--- config.mk ---
export PLATFORM = sky130hd
export DESIGN_NAME = two_wire_display_digit_writer
export DESIGN_NICKNAME = d
export VERILOG_FILES = /design/src/design/twdw_pkg.sv /design/src/design/two_wire_display_digit_writer.sv
export SDC_FILE = /design/constraint.sdc
export NUM_CORES = 1
export LEC_CHECK = 0
export BUFFER_PORTS_ARGS = -buffer_cell sky130_fd_sc_hd__buf_2
export CAP_MARGIN = 20
export CORE_ASPECT_RATIO = 1.5
export CORE_MARGIN = 2
export CORE_UTILIZATION = 50
export CTS_BUF_LIST = sky130_fd_sc_hd__clkbuf_2 sky130_fd_sc_hd__clkbuf_4 sky130_fd_sc_hd__clkbuf_8
export DETAILED_ROUTE_END_ITERATION = 16
export PLACE_DENSITY = 0.68
export SLEW_MARGIN = 5
export SYNTH_ARGS = -nofsm -noshare
export SYNTH_HDL_FRONTEND = slang
export SYNTH_SLANG_ARGS = --single-unit
--- constraint.sdc ---
create_clock -name clk -period 7.95 [get_ports clk]
set_clock_uncertainty 0.15 [all_clocks]
set_input_delay 0.795 -clock clk [delete_from_list [all_inputs] [get_ports clk]]
set_output_delay 0.795 -clock clk [all_outputs]
set_load 0.01 [all_outputs]
--- src/design/twdw_pkg.sv ---
// ----------------------------------------------------------------------------
// twdw_pkg
// Shared types and constants for the two-wire display digit writer.
// ----------------------------------------------------------------------------
package twdw_pkg;

  localparam int CfgIndexWidth = 8;
  localparam int InDataWidth   = 16;
  localparam int OutDataWidth  = 8;

  localparam logic [CfgIndexWidth-1:0] REG_DATA_CMD    = 8'd0;
  localparam logic [CfgIndexWidth-1:0] REG_ADDR_BASE   = 8'd1;
  localparam logic [CfgIndexWidth-1:0] REG_DISPLAY_CTL = 8'd2;
  localparam logic [CfgIndexWidth-1:0] REG_ACK_TIMEOUT = 8'd3;

  localparam logic [7:0] DataCmdReset    = 8'd64;
  localparam logic [7:0] AddrBaseReset   = 8'd192;
  localparam logic [7:0] DisplayCtlReset = 8'd136;
  localparam logic [7:0] AckTimeoutReset = 8'd100;

  localparam logic CMD_TICK  = 1'b0;
  localparam logic CMD_WRITE = 1'b1;

  localparam logic [1:0] SLOT_DATA_CMD = 2'd0;
  localparam logic [1:0] SLOT_ADDR_CMD = 2'd1;
  localparam logic [1:0] SLOT_SEGMENTS = 2'd2;
  localparam logic [1:0] SLOT_DISPLAY  = 2'd3;

  typedef enum logic [13:0] {
    PH_IDLE     = 14'b00000000000001,
    PH_START1   = 14'b00000000000010,
    PH_START2   = 14'b00000000000100,
    PH_BIT_LOW  = 14'b00000000001000,
    PH_BIT_SET  = 14'b00000000010000,
    PH_BIT_HIGH = 14'b00000000100000,
    PH_ACK_REL  = 14'b00000001000000,
    PH_ACK_WAIT = 14'b00000010000000,
    PH_STOP1    = 14'b00000100000000,
    PH_STOP2    = 14'b00001000000000,
    PH_STOP3    = 14'b00010000000000,
    PH_GAP      = 14'b00100000000000,
    PH_ABORT2   = 14'b01000000000000,
    PH_ABORT3   = 14'b10000000000000
  } phase_t;

endpackage

--- src/design/two_wire_display_digit_writer.sv ---
// ----------------------------------------------------------------------------
// two_wire_display_digit_writer
// Sequencer for a two-wire LED display driver: one digit write per request,
// advanced one pin step per tick word.
// ----------------------------------------------------------------------------
//  channel   direction  handshake                 contents
//  s_axis    in         s_axis_tvalid/tready      tick or write request
//  m_axis    out        m_axis_tvalid/tready      pin levels and status flags
//  cfg       in         cfg_valid/cfg_ready       register index and data
//
//  Each input word is handled by a single sequencer transition; a new word
//  can be taken every cycle while the output is not stalled.
//  The result register frees itself when taken, so input and output can both
//  move in the same cycle; a stalled output holds the input off.
//  Reset is synchronous; all but m_axis_tdata return to documented defaults.
// ----------------------------------------------------------------------------
module two_wire_display_digit_writer (
  input  logic                                 clk,
  input  logic                                 rst,
  input  logic                                 s_axis_tvalid,
  output logic                                 s_axis_tready,
  // digit_address[2:0], segments[10:3], data_line_in[11], zero fill
  input  logic [twdw_pkg::InDataWidth-1:0]     s_axis_tdata,
  // command[0]
  input  logic                                 s_axis_tuser,
  output logic                                 m_axis_tvalid,
  input  logic                                 m_axis_tready,
  // clock_line[0], data_line_out[1], data_drive[2], busy_res[3],
  // write_rejected[4], ack_error[5], done_res[6], zero fill
  output logic [twdw_pkg::OutDataWidth-1:0]    m_axis_tdata,
  input  logic                                 cfg_valid,
  output logic                                 cfg_ready,
  input  logic [twdw_pkg::CfgIndexWidth-1:0]   cfg_index,
  input  logic [7:0]                           cfg_data
);
  import twdw_pkg::*;

  logic [7:0] data_cmd, addr_base, display_ctl, ack_timeout;

  phase_t     phase, phase_next;
  logic [1:0] byte_slot, byte_slot_next;
  logic [2:0] bit_index, bit_index_next;
  logic [7:0] shift_byte, shift_byte_next;
  logic [7:0] wait_count, wait_count_next;
  logic [2:0] held_address, held_address_next;
  logic [7:0] held_segments, held_segments_next;
  logic       clock_level, clock_level_next;
  logic       data_level, data_level_next;
  logic       drive_enable, drive_enable_next;
  logic       rejected, err, done;

  logic       in_accept;
  logic [2:0] in_address;
  logic [7:0] in_segments;
  logic       line_in;
  logic [7:0] slot_byte;
  logic [7:0] wait_inc;

  assign in_address  = s_axis_tdata[2:0];
  assign in_segments = s_axis_tdata[10:3];
  assign line_in     = s_axis_tdata[11];

  assign cfg_ready     = 1'b1;
  assign s_axis_tready = !m_axis_tvalid || m_axis_tready;
  assign in_accept     = s_axis_tvalid && s_axis_tready;
  assign wait_inc      = wait_count + 8'd1;

  always_ff @(posedge clk) begin
    if (rst) begin
      data_cmd    <= DataCmdReset;
      addr_base   <= AddrBaseReset;
      display_ctl <= DisplayCtlReset;
      ack_timeout <= AckTimeoutReset;
    end else if (cfg_valid && cfg_ready) begin
      case (cfg_index)
        REG_DATA_CMD:    data_cmd    <= cfg_data;
        REG_ADDR_BASE:   addr_base   <= cfg_data;
        REG_DISPLAY_CTL: display_ctl <= cfg_data;
        REG_ACK_TIMEOUT: ack_timeout <= cfg_data;
        default: ;
      endcase
    end
  end

  always_comb begin
    case (byte_slot)
      SLOT_DATA_CMD: slot_byte = data_cmd;
      SLOT_ADDR_CMD: slot_byte = addr_base | {5'd0, held_address};
      SLOT_SEGMENTS: slot_byte = held_segments;
      default:       slot_byte = display_ctl;
    endcase
  end

  always_comb begin
    phase_next         = phase;
    byte_slot_next     = byte_slot;
    bit_index_next     = bit_index;
    shift_byte_next    = shift_byte;
    wait_count_next    = wait_count;
    held_address_next  = held_address;
    held_segments_next = held_segments;
    clock_level_next   = clock_level;
    data_level_next    = data_level;
    drive_enable_next  = drive_enable;
    rejected           = 1'b0;
    err                = 1'b0;
    done               = 1'b0;

    if (s_axis_tuser == CMD_WRITE) begin
      if (phase != PH_IDLE) begin
        rejected = 1'b1;
      end else begin
        held_address_next  = in_address;
        held_segments_next = in_segments;
        byte_slot_next     = SLOT_DATA_CMD;
        phase_next         = PH_START1;
      end
    end else begin
      case (phase)
        PH_START1: begin
          drive_enable_next = 1'b1;
          clock_level_next  = 1'b1;
          data_level_next   = 1'b1;
          phase_next        = PH_START2;
        end
        PH_START2: begin
          data_level_next = 1'b0;
          shift_byte_next = slot_byte;
          bit_index_next  = 3'd0;
          phase_next      = PH_BIT_LOW;
        end
        PH_BIT_LOW: begin
          clock_level_next  = 1'b0;
          drive_enable_next = 1'b1;
          phase_next        = PH_BIT_SET;
        end
        PH_BIT_SET: begin
          data_level_next = shift_byte[0];
          phase_next      = PH_BIT_HIGH;
        end
        PH_BIT_HIGH: begin
          clock_level_next = 1'b1;
          shift_byte_next  = {1'b0, shift_byte[7:1]};
          if (bit_index == 3'd7) begin
            bit_index_next = 3'd0;
            phase_next     = PH_ACK_REL;
          end else begin
            bit_index_next = bit_index + 3'd1;
            phase_next     = PH_BIT_LOW;
          end
        end
        PH_ACK_REL: begin
          clock_level_next  = 1'b0;
          drive_enable_next = 1'b0;
          wait_count_next   = 8'd0;
          phase_next        = PH_ACK_WAIT;
        end
        PH_ACK_WAIT: begin
          if (!line_in) begin
            clock_level_next = 1'b1;
            if (byte_slot == SLOT_ADDR_CMD) begin
              byte_slot_next  = SLOT_SEGMENTS;
              shift_byte_next = held_segments;
              bit_index_next  = 3'd0;
              phase_next      = PH_BIT_LOW;
            end else begin
              phase_next = PH_STOP1;
            end
          end else begin
            wait_count_next = wait_inc;
            if (wait_inc >= ack_timeout) begin
              clock_level_next  = 1'b0;
              data_level_next   = 1'b0;
              drive_enable_next = 1'b1;
              err               = 1'b1;
              phase_next        = PH_ABORT2;
            end
          end
        end
        PH_STOP1: begin
          clock_level_next  = 1'b0;
          data_level_next   = 1'b0;
          drive_enable_next = 1'b1;
          phase_next        = PH_STOP2;
        end
        PH_STOP2: begin
          clock_level_next = 1'b1;
          phase_next       = PH_STOP3;
        end
        PH_STOP3: begin
          data_level_next = 1'b1;
          if (byte_slot == SLOT_DATA_CMD) begin
            phase_next = PH_GAP;
          end else if (byte_slot == SLOT_SEGMENTS) begin
            byte_slot_next = SLOT_DISPLAY;
            phase_next     = PH_START1;
          end else begin
            done           = 1'b1;
            byte_slot_next = SLOT_DATA_CMD;
            phase_next     = PH_IDLE;
          end
        end
        PH_GAP: begin
          byte_slot_next = SLOT_ADDR_CMD;
          phase_next     = PH_START1;
        end
        PH_ABORT2: begin
          clock_level_next = 1'b1;
          phase_next       = PH_ABORT3;
        end
        PH_ABORT3: begin
          data_level_next = 1'b1;
          byte_slot_next  = SLOT_DATA_CMD;
          phase_next      = PH_IDLE;
        end
        default: phase_next = PH_IDLE;
      endcase
    end
  end

  always_ff @(posedge clk) begin
    if (rst) begin
      phase         <= PH_IDLE;
      byte_slot     <= SLOT_DATA_CMD;
      bit_index     <= 3'd0;
      shift_byte    <= 8'd0;
      wait_count    <= 8'd0;
      held_address  <= 3'd0;
      held_segments <= 8'd0;
      clock_level   <= 1'b1;
      data_level    <= 1'b1;
      drive_enable  <= 1'b1;
    end else if (in_accept) begin
      phase         <= phase_next;
      byte_slot     <= byte_slot_next;
      bit_index     <= bit_index_next;
      shift_byte    <= shift_byte_next;
      wait_count    <= wait_count_next;
      held_address  <= held_address_next;
      held_segments <= held_segments_next;
      clock_level   <= clock_level_next;
      data_level    <= data_level_next;
      drive_enable  <= drive_enable_next;
    end
  end

  always_ff @(posedge clk) begin
    if (rst) begin
      m_axis_tvalid <= 1'b0;
    end else if (in_accept) begin
      m_axis_tvalid <= 1'b1;
    end else if (m_axis_tready) begin
      m_axis_tvalid <= 1'b0;
    end
  end

  always_ff @(posedge clk) begin
    if (in_accept) begin
      m_axis_tdata <= {1'b0, done, err, rejected, (phase_next != PH_IDLE),
                       drive_enable_next, drive_enable_next & data_level_next,
                       clock_level_next};
    end
  end

  a_released_reads_low: assert property (@(posedge clk) disable iff (rst)
    m_axis_tvalid && !m_axis_tdata[2] |-> !m_axis_tdata[1])
    else $error("data line reported high while released");

  a_done_not_busy: assert property (@(posedge clk) disable iff (rst)
    m_axis_tvalid && m_axis_tdata[6] |-> !m_axis_tdata[3] && !m_axis_tdata[5])
    else $error("completion flagged while busy or with ack error");

  a_reject_holds_phase: assert property (@(posedge clk) disable iff (rst)
    in_accept && s_axis_tuser == CMD_WRITE && phase != PH_IDLE |=> phase == $past(phase))
    else $error("rejected write moved the sequencer");

  a_error_enters_abort: assert property (@(posedge clk) disable iff (rst)
    in_accept && err |=> phase == PH_ABORT2 && !clock_level && drive_enable)
    else $error("ack timeout did not begin the stop");

endmodule
### Word-level counts from Yosys, hierarchy flattened

Cells that the tools add are included.

* output and inout port bits: 11
* logic and storage cells: 124
* input port bits: 38
* register bits after elaboration: 89

* $add $sub $neg: 2
* equal/unequal tests: 28
* mux-type cells: 43
* bitwise gates (word level): 7
* magnitude comparators: 1
* reductions and logical operators: 24

Operators with widths (number)
* $pmux 14 s12: 1
* $mux 14: 4
* $pmux 8 s3: 2
* $ne 14x1->1 const B: 2
* $mux 8: 3
* $eq 8x2->1 const B: 2
* $pmux 8 s2: 1
* $reduce_or 3->1: 5
* $eq 14x10->1 const B: 1
* $eq 14x11->1 const B: 1
* $eq 14x12->1 const B: 1
* $eq 14x13->1 const B: 1
* $eq 14x14->1 const B: 1
* $eq 14x2->1 const B: 1
* $eq 14x3->1 const B: 1
* $eq 14x4->1 const B: 1
* $eq 14x5->1 const B: 1
* $eq 14x6->1 const B: 1
* $eq 14x7->1 const B: 1
* $eq 14x8->1 const B: 1
* $eq 14x9->1 const B: 1
* $mux 1: 14
* $mux 2: 7
* $mux 12: 1
* other kinds (34): 50

### Logic depth before layout (Yosys ltp)

* word-level depth: 7
* mapped depth: 11
* mapped depth without buffers: 11

### Worst setup path before layout

OpenSTA, ideal clock, no wires.

* kind: register to register
* from: register wait_count[0]
* to: register m_axis_tdata[2] (netlist bit), data pin
* data required time: 7.532 ns
* path slack: 5.094 ns
* stages on the path, launching flop included: 11
* library setup time: 0.268 ns
* arrival time: 2.438 ns
* period minus slack after synthesis: 2.856 ns
* path buffers: 0
* cells stage by stage: dfxtp_1 > and3_1 > and3_1 > nand3_1 > xnor2_1 > ha_1 > and2_1 > a221oi_1 > o21ai_0 > a311oi_1 > nor2_1

* cells in the longest elaborated chain, start to end: 6

RTL lines
* start, declared: line two_wire_display_digit_writer.sv:44 `logic [7:0] wait_count, wait_count_next;`
* start signal, assigned: line two_wire_display_digit_writer.sv:238 `wait_count <= wait_count_next;`
* $add 8x1->8: line two_wire_display_digit_writer.sv:66 `assign wait_inc = wait_count + 8'd1;`
* $ge 8x8->1: line two_wire_display_digit_writer.sv:171 `if (wait_inc >= ack_timeout) begin`
* $mux 1: line two_wire_display_digit_writer.sv:171
* $mux 1: line two_wire_display_digit_writer.sv:159 `if (!line_in) begin`
* $pmux 1 s3: line two_wire_display_digit_writer.sv:119 `case (phase)`
* $mux 1: line two_wire_display_digit_writer.sv:109 `if (s_axis_tuser == CMD_WRITE) begin`
* named net drive_enable_next: line two_wire_display_digit_writer.sv:49 `logic drive_enable, drive_enable_next;`
* end signal, assigned: line two_wire_display_digit_writer.sv:259 `m_axis_tdata <= {1'b0, done, err, rejected, (phase_next != PH_IDLE),`
* end, declared: line two_wire_display_digit_writer.sv:30 `output logic [twdw_pkg::OutDataWidth-1:0] m_axis_tdata,`

The timed path passes the listed nets, and every way through them passes these cells.
A chain may end at the register's enable or synchronous reset.

### Final worst setup path

* from: register wait_count[2]
* to: register m_axis_tdata[2] (netlist bit), data pin

The elaborated chain is that of the path after synthesis.

==> impl_metrics.csv <==
group,metric,value,unit
critical_path,crit_path_start_kind,"register",
timing,fin_crit_sh,41.5,%
clock_network,cts.clk_slew.worst_paths,0.09,ns
placement,dp_hpwl,8120,um
clock_network,cts_resized,0,
critical_path,reg2reg_setup_slack,4.65,ns
power,ir_drop,118,uV
cells_and_area,syn_to_final_growth,7.81,%
detailed_routing,wl_met2,5830,um
yosys,synthSimpleGateAreaFrac,25.5,%
critical_path,required,7.92,ns
cells_and_area,final_common_cell,"dfxtp_1",
floorplan,ios,49,
timing,slew_violations,0,
yosys,synth_top_family_by_area,"simple AND/OR/NAND/NOR gates",
cells_and_area,drive_above_1_share,16.1,%
run,max-cap-violations,0,
yosys,ys_ff_latch,89,
detailed_routing,wl_met1,4840,um
clock_network,cts_max_level,3,
status,status,"completed",
clock_network,clk_path_buf_depth,2,
yosys,avgSynthCellArea,8.73,um^2
timing,setup_viol,0,
placement,pre_cts_ws,4.65,ns
floorplan,rows,43,
floorplan,die_w,83.1,um
global_route,gr-total-overflow,0,
detailed_routing,wl_per_cell,17.1,um
detailed_routing,routed_wl,11500,um
timing,min_period,3.30,ns
critical_path,reg2reg_from,"wait_count[2]",
yosys,synth.mux.area_fraction,9.17,%
clock_network,insertion_delay,0.37,ns
timing,rsz0062_at_grt,"no",
floorplan,die_area,10200,um^2
power,p_total,822,uW
min_path,holdPathStages,2,
placement,post-place-cells,655,
placement,routabilityCongestion,0.934,
detailed_routing,highest_layer,"met4",
global_route,grt_first_pass_wirelength,18600,um
yosys,synth_ff_type,"dfxtp_1",
clock_network,clock-sinks,89,
detailed_routing,drt_iter0_markers,219,
global_route,antenna_found_initial,0,
yosys,syn_area,4690,um^2
global_route,grt_pass1_vias,3806,
yosys,synth_cell_types,62,
timing,worst_slack,4.65,ns
timing,relSlewSlack,32.0,%
global_route,grt_max_degree,66,
min_path,min_from,"held_address[1]",
detailed_routing,route.detailed.drc,0,
critical_path,end_kind,"register",
clock_network,cts-buffers-inserted,9,
yosys,async_flop_share,0,%
timing,final_hold_viol_count,0,
cells_and_area,mostFrequentLayoutCells,"dfxtp_1, nand2_1, nor2_1",
yosys,yosys.area_share.adder,2.93,%
min_path,holdPathEnd,"held_address[1]",
detailed_routing,avgViaCountPerCell,5.94,
detailed_routing,drt.antenna.violating_nets,0,
clock_network,cts_root_buf,"clkbuf_8",
yosys,synth_xor_xnor_area_share,2.24,%
critical_path,arrival,3.27,ns
floorplan,initial_utilization,51.0,%
critical_path,crit_type,"reg -> reg",
cells_and_area,num_antenna_cells,0,
critical_path,cp_cell_sequence,"and3_1, and3_1, nand3_1, xnor2_1, ha_1, and2_1, a221oi_1, o21ai_0, a311oi_1, nor2_1",
yosys,synth-compound-area-share,15.0,%
placement,io_buffers,42,
critical_path,crit_fanout,6,
critical_path,reg2reg_depth,10,
yosys,synth-edff-count,7,
cells_and_area,layoutNonFillerInstCount,671,
clock_network,cts_hold_buf,0,
min_path,min_path_type,"reg -> reg",
detailed_routing,vias,3989,
clock_network,cts_tree,"done",
cells_and_area,final_nets,603,
global_route,track_usage,22.9,%
power,power_density,162,nW/um^2
floorplan,die_y,123,um
power,leakage,1.87,nW
timing,tightest_slew,0.994,ns
critical_path,r2r_end,"m_axis_tdata[2]",
yosys,syn_nets,587,
timing,hold_slack,0.304,ns
clock_network,cts_setup_buffers,0,
detailed_routing,met3_length,391,um
detailed_routing,dr.pass1.iters,4,
yosys,synth_cells,538,
timing,tns,0,ns
timing,max_freq,0.303,GHz
yosys,yosys_warnings,0,
floorplan,core_area,9200,um^2
yosys,ys_seq_area_share,39.4,%
critical_path,max_stage_delay,0.52,ns
critical_path,critPathMostFrequentCell,"and3_1",
critical_path,critPathSlowestCell,"a311oi_1",
Yosys cell counts, drive strengths merged (8+ instances only):
| library cell | count | area [um^2] |
|---|---|---|
| mux4 | 8 | 180 |
| or2 | 8 | 50.1 |
| nor4 | 11 | 103 |
| nor3 | 10 | 50.1 |
| nand2 | 68 | 255 |
| mux2i | 25 | 250 |
| buf | 15 | 109 |
| a311oi | 9 | 78.8 |
| a22oi | 8 | 60.1 |
| clkbuf | 25 | 93.8 |
| a21oi | 36 | 195 |
| dfxtp | 82 | 1640 |
| ha | 11 | 138 |
| nand3 | 20 | 100 |
| nor2 | 59 | 229 |
| inv | 16 | 60.1 |
| o21ai | 19 | 95.1 |
kinds of logic after synthesis:
kind of cell,Yosys count
AND/OR/NAND/NOR,229
AO/OA/AOI/OAI,106
XOR/XNOR,12
other,2
buffers and inverters,56
multiplexers,33
adder cells (fa/ha/maj),11
flip-flops,89
cell type report:
cell class	count	area [um^2]
timing repair buffer	45	233
tap	112	140
clock inverter	3	23.8
fill	858	4140
multi-input combinational	393	2580
clock buffer	13	173
sequential	89	1850
inverter	16	60.1
routing by layer:
metal	global-route usage, %	vias to the layer above
met1	26.2	1917
met2	41.2	88
met4	11.6	0
met3	3.63	31
met5	0	-
li1	-	1953
metrics by stage:
step | util [%] | area, um^2
after global placement | 52.9 | 4860
after global routing | 55.0 | 5060
final | 55.0 | 5060
after CTS | 55.0 | 5060
after detailed placement | 52.9 | 4860
after floorplan | - | 4690
worst max path at each step:
stage / from / to / slack [ns]
finish: wait_count[2] / m_axis_tdata[2] / 4.65
global route: wait_count[2] / m_axis_tdata[2] / 4.37
CTS: wait_count[2] / m_axis_tdata[2] / 4.65
detailed placement: wait_count[0] / m_axis_tdata[2] / 4.65
global placement: wait_count[0] / m_axis_tdata[2] / 4.71
floorplan: wait_count[0] / m_axis_tdata[2] / 5.09
worst max-delay path: cells and delay by family, from the launching register on:
family	cells	cell delay [ns]
AO/OA/AOI/OAI	3	1.08
AND/OR/NAND/NOR	5	0.91
flip-flops	1	0.40
XOR/XNOR	1	0.23
adder cells (fa/ha/maj)	1	0.28
power breakdown:
| part | leakage, nW | total (mW) | internal [mW] | switching [mW] |
|---|---|---|---|---|
| Combinational | 1.05 | 0.0550 | 0.0189 | 0.0361 |
| Sequential | 0.726 | 0.462 | 0.457 | 0.00443 |
| Clock | 0.0953 | 0.306 | 0.143 | 0.162 |
flip-flops by register name, summed over array words and instances, names as in the netlist:
signal / count
ack_timeout: 8
addr_base: 8
bit_index: 3
byte_slot: 2
clock_level: 1
data_cmd: 8
data_level: 1
display_ctl: 8
drive_enable: 1
held_address: 3
held_segments: 8
m_axis_tdata: 7
m_axis_tvalid: 1
phase: 14
shift_byte: 8
wait_count: 8
Note: power is estimated with default switching activity, not from simulation.
